[config.mk]
export PLATFORM = sky130hd
export DESIGN_NAME = ffha_cell
export DESIGN_NICKNAME = d
export VERILOG_FILES = /design/src/ffha_pkg.sv /design/src/ffha_cell.sv
export SDC_FILE = /design/constraint.sdc
export NUM_CORES = 1
export LEC_CHECK = 0
export ABC_AREA = 1
export ABC_CLOCK_PERIOD_IN_PS = 1500
export BUFFER_PORTS_ARGS = -buffer_cell sky130_fd_sc_hd__buf_2
export CELL_PAD_IN_SITES_DETAIL_PLACEMENT = 1
export CELL_PAD_IN_SITES_GLOBAL_PLACEMENT = 1
export CORE_MARGIN = 2
export CORE_UTILIZATION = 27
export DETAILED_ROUTE_END_ITERATION = 8
export GPL_ROUTABILITY_DRIVEN = 0
export PLACE_DENSITY_LB_ADDON = 0.1
export SLEW_MARGIN = 20
export SYNTH_ARGS = -nofsm -noshare
export SYNTH_HDL_FRONTEND = slang
export SYNTH_SLANG_ARGS = --single-unit
export TNS_END_PERCENT = 5
[constraint.sdc]
create_clock -name clk_i -period 1.5 [get_ports clk_i]
set_clock_uncertainty 0.15 [all_clocks]
set_input_delay 0.075 -clock clk_i [delete_from_list [all_inputs] [get_ports clk_i]]
set_output_delay 0.075 -clock clk_i [all_outputs]
set_load 0.02 [all_outputs]
[src/ffha_pkg.sv]
// Shared types and constants of the first-fit heap allocator.
// No dependencies; imported by the block cell and the top level.
package ffha_pkg;

  localparam int unsigned REQ_W   = 21;
  localparam int unsigned ADDR_W  = 20;
  localparam int unsigned TOTAL_W = 23;
  localparam int unsigned ALIGN_MASK    = 7;
  localparam int unsigned MIN_REMAINDER = 32;

  localparam logic OP_ALLOC = 1'b0;
  localparam logic OP_FREE  = 1'b1;

  localparam logic [1:0] ST_OK       = 2'd0;
  localparam logic [1:0] ST_DISABLED = 2'd1;
  localparam logic [1:0] ST_NOMEM    = 2'd2;
  localparam logic [1:0] ST_BADFREE  = 2'd3;

  typedef enum logic [1:0] {
    CMD_NONE,
    CMD_MARK,
    CMD_INSERT,
    CMD_REMOVE
  } cell_kind_e;

  typedef struct packed {
    cell_kind_e kind;
    logic       used;
  } cell_cmd_t;

endpackage

[src/ffha_cell.sv]
// One entry of the address-ordered block table, a link in the cell chain.
// Depends on ffha_pkg; instantiated by first_fit_heap_allocator.
module ffha_cell import ffha_pkg::*; #(
  parameter int unsigned INDEX        = 0,
  parameter int unsigned IW           = 6,
  parameter int unsigned AW           = 20,
  parameter int unsigned SW           = 21,
  parameter int unsigned HEAP_BYTES   = 1048576,
  parameter int unsigned HEADER_BYTES = 24
) (
  input  logic               clk_i,
  input  logic               rst_ni,
  input  cell_cmd_t          cmd_i,
  input  logic [IW-1:0]      pos_i,
  input  logic [AW-1:0]      cmd_start_i,
  input  logic [SW-1:0]      cmd_size_i,
  input  logic [AW-1:0]      left_start_i,
  input  logic [SW-1:0]      left_size_i,
  input  logic               left_used_i,
  input  logic [AW-1:0]      right_start_i,
  input  logic [SW-1:0]      right_size_i,
  input  logic               right_used_i,
  input  logic               op_i,
  input  logic [TOTAL_W-1:0] total_i,
  input  logic [ADDR_W-1:0]  addr_i,
  output logic [AW-1:0]      start_o,
  output logic [SW-1:0]      size_o,
  output logic               used_o,
  output logic               hit_o
);

  localparam int unsigned CW = ((SW > TOTAL_W) ? SW : TOTAL_W) + 1;
  localparam int unsigned FW = AW + 8;
  localparam logic [IW-1:0] MY_POS = IW'(INDEX);
  localparam logic [SW-1:0] RST_SIZE = (INDEX == 0) ? SW'(HEAP_BYTES) : '0;

  logic [AW-1:0] start_q, start_d;
  logic [SW-1:0] size_q, size_d;
  logic          used_q, used_d;
  logic          here, after;

  assign here  = (pos_i == MY_POS);
  assign after = (MY_POS > pos_i);

  always_comb begin
    start_d = start_q;
    size_d  = size_q;
    used_d  = used_q;
    case (cmd_i.kind)
      CMD_MARK: begin
        if (here) begin
          size_d = cmd_size_i;
          used_d = cmd_i.used;
        end
      end
      CMD_INSERT: begin
        if (here) begin
          start_d = cmd_start_i;
          size_d  = cmd_size_i;
          used_d  = 1'b0;
        end else if (after) begin
          start_d = left_start_i;
          size_d  = left_size_i;
          used_d  = left_used_i;
        end
      end
      CMD_REMOVE: begin
        if (here || after) begin
          start_d = right_start_i;
          size_d  = right_size_i;
          used_d  = right_used_i;
        end
      end
      default: ;
    endcase
  end

  always_ff @(posedge clk_i or negedge rst_ni) begin
    if (!rst_ni) begin
      start_q <= '0;
      size_q  <= RST_SIZE;
      used_q  <= 1'b0;
    end else begin
      start_q <= start_d;
      size_q  <= size_d;
      used_q  <= used_d;
    end
  end

  // Entries past the live count hold zero size and are never used, so they never hit.
  always_comb begin
    if (op_i == OP_ALLOC) begin
      hit_o = !used_q && (CW'(size_q) >= CW'(total_i));
    end else begin
      hit_o = used_q && ((FW'(start_q) + FW'(HEADER_BYTES)) == FW'(addr_i));
    end
  end

  assign start_o = start_q;
  assign size_o  = size_q;
  assign used_o  = used_q;

endmodule

==> results of run 1 <==
-- how the worst max path moves through the flow --
stage               endpoint  depth (start not counted)                   start  slack [ps]
floorplan              hit_o                         14  start_o[3]$_DFFE_PN0P_        -260
global placement       hit_o                         14  start_o[4]$_DFFE_PN0P_        -510
global route           hit_o                         14  start_o[4]$_DFFE_PN0P_        -960
detailed placement     hit_o                         14  start_o[4]$_DFFE_PN0P_        -540
finish                 hit_o                         13  start_o[3]$_DFFE_PN0P_        -800
CTS                    hit_o                         15  start_o[3]$_DFFE_PN0P_        -840
-- through the flow --
stage	power [W]	instances	util	setup TNS, ps	setup WS [ps]
6_report	0.00572	1123	0.488	-804	-804
5_1_grt	0.00615	1123	0.488	-958	-958
4_1_cts	0.00576	1123	0.488	-844	-844
3_5_place_dp	0.00437	1029	0.415	-2200	-538
3_3_place_gp	0.00428	1029	0.415	-1360	-507
2_1_floorplan	0.00292	572	-	-257	-257
-- Yosys cell counts (all sizes together) --
cell     number  share of area
nor2         57          0.064
nand3        41          0.055
buf          10          0.013
xor2          7          0.016
dfstp         1         0.0069
ha           22          0.072
o211ai       23          0.045
clkinv        1        0.00098
nand3b        4         0.0079
o21ai        39          0.052
nor3          4         0.0095
a31oi         2         0.0033
dfrtp        41           0.27
xnor2         3         0.0069
a41oi        20          0.046
o21a         21          0.041
nand2       181           0.18
nand4        10          0.016
o2111ai       1         0.0023
clkbuf       14          0.014
inv          56          0.055
a21oi        12          0.019
a21o          2         0.0039
-- timing repair --
action / CTS / global route
endpoints found under the setup margin: 1 / 1
resized for setup: 4 / 1
hold buffers: 86 / 0
cloned: 0 / 0
endpoints found under the hold margin: 84 / 0
-- state kept, by name (all words and copies together), names as in the netlist --
name and flops:
start_o 20, size_o 21, used_o 1
-- per-layer routing --
layer  share of wire  up-vias
met4           0.015        0
met5               0        -
met2            0.51      155
met3           0.053       21
li1                -     2670
met1            0.42     2615
-- area by class of cell --
class	count	area share
multi-input cells	449	0.366
clock buffers	7	0.0211
clock inverters	1	0.000741
well taps	180	0.0334
inverters	57	0.0317
repair buffers	387	0.390
flip-flops and latches	42	0.156
-- critical path, stage by stage (launching register included) --
cell and delay, ps:
dfrtp_2 410, buf_4 150, nor2_1 190, nor2_2 90, nand2_1 80, nand2_1 60
nor2_1 120, nand2_1 90, nor2_2 90, nand3_1 80, nor2_1 100, nand4_1 120
nand2_2 100, buf_6 120
-- power breakdown --
part	total [W]	switching (W)	leakage, nW	internal, W
clock network	0.00116	0.000500	0.0739	0.000662
registers	0.00158	0.000198	0.494	0.00138
logic	0.00297	0.00155	2.97	0.00142
total	0.00572	0.00225	3.54	0.00347
-- kinds of logic after synthesis --
| kind of cell | share of synthesized area |
|---|---|
| flops | 0.275 |
| simple gates | 0.334 |
| fa+ha+maj | 0.0720 |
| buf+inv | 0.0828 |
| compound gates | 0.213 |
| xor+xnor | 0.0229 |
==> results.ini, run 1 <==
[worst_setup_path]
path_class=reg2out
critPathCaptureType=output port
rr_worst_depth=4
cp_data_arrival_time_ps=2080
r2r_start=start_o[13]$_DFFE_PN0P_
rrSetupSlack_ps=370
r2r-end=start_o[13]$_DFFE_PN0P_
start_kind=register
required_ps=1270
crit_fanout=5

[layout]
register_area_um2=1060
final_cell_area_um2=6750
final_cell_mix=220 x buf_2, 176 x nand2_1, 86 x dlygate4sd3_1, 75 x buf_4, 51 x inv_1
diodes=0
nets=1144
multiInputGateArea_um2=2470
layout-drive-gt1-share=0.356
area_growth_pct=76.7
nFillCells=1840
layout_commonest_cell=buf_2

[floorplanning]
core-area_um2=13800
dieHeight_um=123
rows=43
die-area_um2=15100
initial_core_util=0.276
die_w_um=123
ioPinCount=223

[synthesis]
yosys_warnings=0
ys_ff_latch=42
syn_nets=774
seq_area_frac_synth=0.275
syn_area_per_cell_um2=6.68
syn_area_um2=3820
syn_inst=572
synth.distinct_cells=33

[global_route]
gr-usage-met1=0.295
gr-usage-met3=0.0507
grt_pass1_wl_um=30000
grt_use_met2=0.479
grt_max_degree=43
grt_most_used_layer=met2
grt_use_total=0.256
overflow=0
antenna_found_initial=0
grt_pass1_vias=6131

[detailed_routing]
wl_per_cell_um=16.8
via_count=5461
postRouteWirelength_um=18900
via_per_inst=4.86
ant_nets=0
drcViolationCount=0
firstDrtPassIters=4
first_iter_violations=115

[sta]
relSlewSlack=0.733
hold_slack_ps=8.08
drv_slew=0
worst_pin_slew_ps=400
period_share=1.54
fin_ws_ps=-804
min_period_ps=2300
fmax_mhz=434
rsz0062_at_grt=yes
finalHoldViolCount=0
setup_viol=1

[flow_run]
cap_violations=0

[clock_network]
cts_tree=built
cts_sinks=42
cts-root-buf=clkbuf_16
numCtsBuffers=5
clockBufferDepth=2
clk_pin_slew_ps=60
h-tree-depth=2
post-cts-setup-buffers=0
clk_latency_ps=300

[outcome]
violations=negative setup slack
outcome=finished, violations left

[hold_path]
min_to=start_o[12]$_DFFE_PN0P_
hold_path.startpoint=left_start_i[12]
min_path_type=in2reg
hold_depth=5

[placed_design]
port_buffers=221
dp_hpwl_um=13700
dpl_cell_area_um2=5730

[power]
p_per_area_nw_per_um2=847
ir_drop_v=0.000441
leakage_nw=3.54

Note: power is estimated with default switching activity, not from simulation.
==> inputs of run 2 (changes only) <==
Settings changed: RECOVER_POWER set to 100.
==> run 2 against run 1 <==
Effect of this change:
- the run still ends with negative setup slack left
- design area shrank 1.5%
- sequential share of layout area grew 0.24 points
- sequential power is essentially flat
- largest cell class unchanged
- largest power group unchanged
==> results.ini, run 2 (synthesis gave the netlist of run 1 again) <==
[floorplanning]
die-area_um2=15100  ; unchanged
core-area_um2=13800  ; unchanged
rows=43  ; unchanged
initial_core_util=0.276  ; unchanged
dieHeight_um=123  ; unchanged
die_w_um=123  ; unchanged
ioPinCount=223  ; unchanged

[sta]
period_share=1.54  ; about the same
relSlewSlack=0.548  ; was 0.733
setup_viol=1  ; unchanged
setup-tns-final_ps=-805  ; was -804 ps
min_period_ps=2300  ; about the same
finalHoldViolCount=0  ; unchanged
hold_slack_ps=6.95  ; was 8.08 ps
worst_pin_slew_ps=679  ; was 400 ps
rsz0062_at_grt=yes  ; unchanged
fmax_mhz=434  ; about the same
drv_slew=0  ; unchanged
fin_ws_ps=-805  ; was -804 ps

[layout]
nFillCells=1852  ; was 1840
layout_commonest_cell=buf_2  ; unchanged
largest_reg_flops=21  ; unchanged
diodes=0  ; unchanged
nets=1144  ; unchanged
final_cell_area_um2=6650  ; was 6750 um2
layout.cells.non_filler=1123  ; unchanged
layout-drive-gt1-share=0.310  ; was 0.356
final_cell_mix=181 x buf_2, 176 x nand2_1, 86 x dlygate4sd3_1, 71 x buf_4, 51 x inv_1  ; was 220 x buf_2, 176 x nand2_1, 86 x dlygate4sd3_1, 75 x buf_4, 51 x inv_1
area_growth_pct=74.0  ; was 76.7%
register_area_um2=1060  ; unchanged
multiInputGateArea_um2=2450  ; was 2470 um2

[clock_network]
cts_sinks=42  ; unchanged
clockBufferDepth=2  ; unchanged
cts_tree=built  ; unchanged
clk_pin_slew_ps=70  ; was 60 ps
clk_latency_ps=300  ; about the same
h-tree-depth=2  ; unchanged
numCtsBuffers=5  ; unchanged
post-cts-setup-buffers=0  ; unchanged
cts-root-buf=clkbuf_16  ; unchanged

[power]
leakage_nw=3.42  ; was 3.54 nW
p_per_area_nw_per_um2=849  ; was 847 nW/um2
ir_drop_v=0.000442  ; was 0.000441 V

[detailed_routing]
firstDrtPassIters=4  ; unchanged
wl_per_cell_um=16.9  ; was 16.8 um
via_count=5471  ; was 5461
ant_nets=0  ; unchanged
via_per_inst=4.87  ; was 4.86
postRouteWirelength_um=19000  ; was 18900 um
first_iter_violations=147  ; was 115
drcViolationCount=0  ; unchanged

[global_route]
overflow=0  ; unchanged
grt_max_degree=43  ; unchanged
antenna_found_initial=0  ; unchanged
grt_pass1_wl_um=30000  ; unchanged
grt_pass1_vias=6131  ; unchanged
grt_use_total=0.256  ; unchanged

[worst_setup_path]
path_class=reg2out  ; unchanged
rr_worst_depth=4  ; unchanged
required_ps=1270  ; about the same
start_kind=register  ; unchanged
critPathCaptureType=output port  ; unchanged
crit_fanout=5  ; unchanged
cp_data_arrival_time_ps=2080  ; about the same

[outcome]
outcome=finished, violations left  ; unchanged
violations=negative setup slack  ; unchanged

[hold_path]
hold_depth=3  ; was 5
min_path_type=in2reg  ; unchanged

[flow_run]
cap_violations=0  ; unchanged

[placed_design]
dpl_cell_area_um2=5730  ; unchanged
port_buffers=221  ; unchanged
dp_hpwl_um=13700  ; unchanged
dp.cells=1029  ; unchanged
post-place-ws_ps=-538  ; unchanged

[run 2: changes by cell type in the layout (fill, tap and decap cells not counted)]
cell and delta:
a21oi_1 +1, a21oi_4 -1, buf_12 -3, buf_2 -39
buf_4 -4, bufbuf_8 +1, clkbuf_1 +41, clkbuf_4 +4
nand3_1 +1, nand3_2 -1, nor2_1 +1, nor2_2 -1
[run 2: cell type report]
class,count,area share
Inverter,57,0.0322
Clock buffer,7,0.0214
Timing Repair Buffer,387,0.384
Sequential cell,42,0.159
Multi-Input combinational cell,449,0.369
Tap cell,180,0.0339
Clock inverter,1,0.000753
[run 2: routing by layer]
metal / part of all wire / GRT usage / vias up
li1: - / - / 2669
met1: 0.42 / 0.295 / 2626
met2: 0.51 / 0.479 / 153
met3: 0.052 / 0.0507 / 23
met4: 0.015 / 0.0661 / 0
met5: 0 / 0 / -
[run 2: report_power, final]
group	switching (W)	total (W)	internal, W
Clock	0.000500	0.00116	0.000662
Sequential	0.000197	0.00158	0.00138
Combinational	0.00156	0.00290	0.00135
Total	0.00225	0.00565	0.00339
[run 2: path summary, 6_finish.rpt]
check	startpoint	to	slack [ps]
max reg2reg	start_o[13]$_DFFE_PN0P_	start_o[13]$_DFFE_PN0P_	370
min in group asynchronous	rst_ni	size_o[10]$_DFFE_PN0P_	300
max	start_o[3]$_DFFE_PN0P_	hit_o	-800
max in group asynchronous	rst_ni	start_o[3]$_DFFE_PN0P_	400
min reg2reg	start_o[9]$_DFFE_PN0P_	start_o[9]$_DFFE_PN0P_	400
min	left_size_i[0]	size_o[0]$_DFFE_PN0P_	7
[run 2: timing repair]
item / 4_1_cts / 5_1_grt
pin swaps: 0 / 0
hold buffers: 86 / 0
cloned: 0 / 0
endpoints found under the setup margin: 1 / 1
hold endpoints to repair: 84 / 0
resized for setup: 4 / 1
[run 2: critical path: stages, from the launching register on]
cell     delay (ps)
dfrtp_2         410
buf_4           150
nor2_1          190
nor2_2           90
nand2_1          80
nand2_1          60
nor2_1          110
nand2_1          90
nor2_2           90
nand3_1          80
nor2_1          100
nand4_1         120
nand2_2         100
buf_6           120
[run 2: metrics by stage]
step / utilization / total power (W)
5_1_grt: 0.481 / 0.00607
3_5_place_dp: 0.415 / 0.00437
3_3_place_gp: 0.415 / 0.00428
6_report: 0.481 / 0.00565
4_1_cts: 0.488 / 0.00576
2_1_floorplan: - / 0.00292
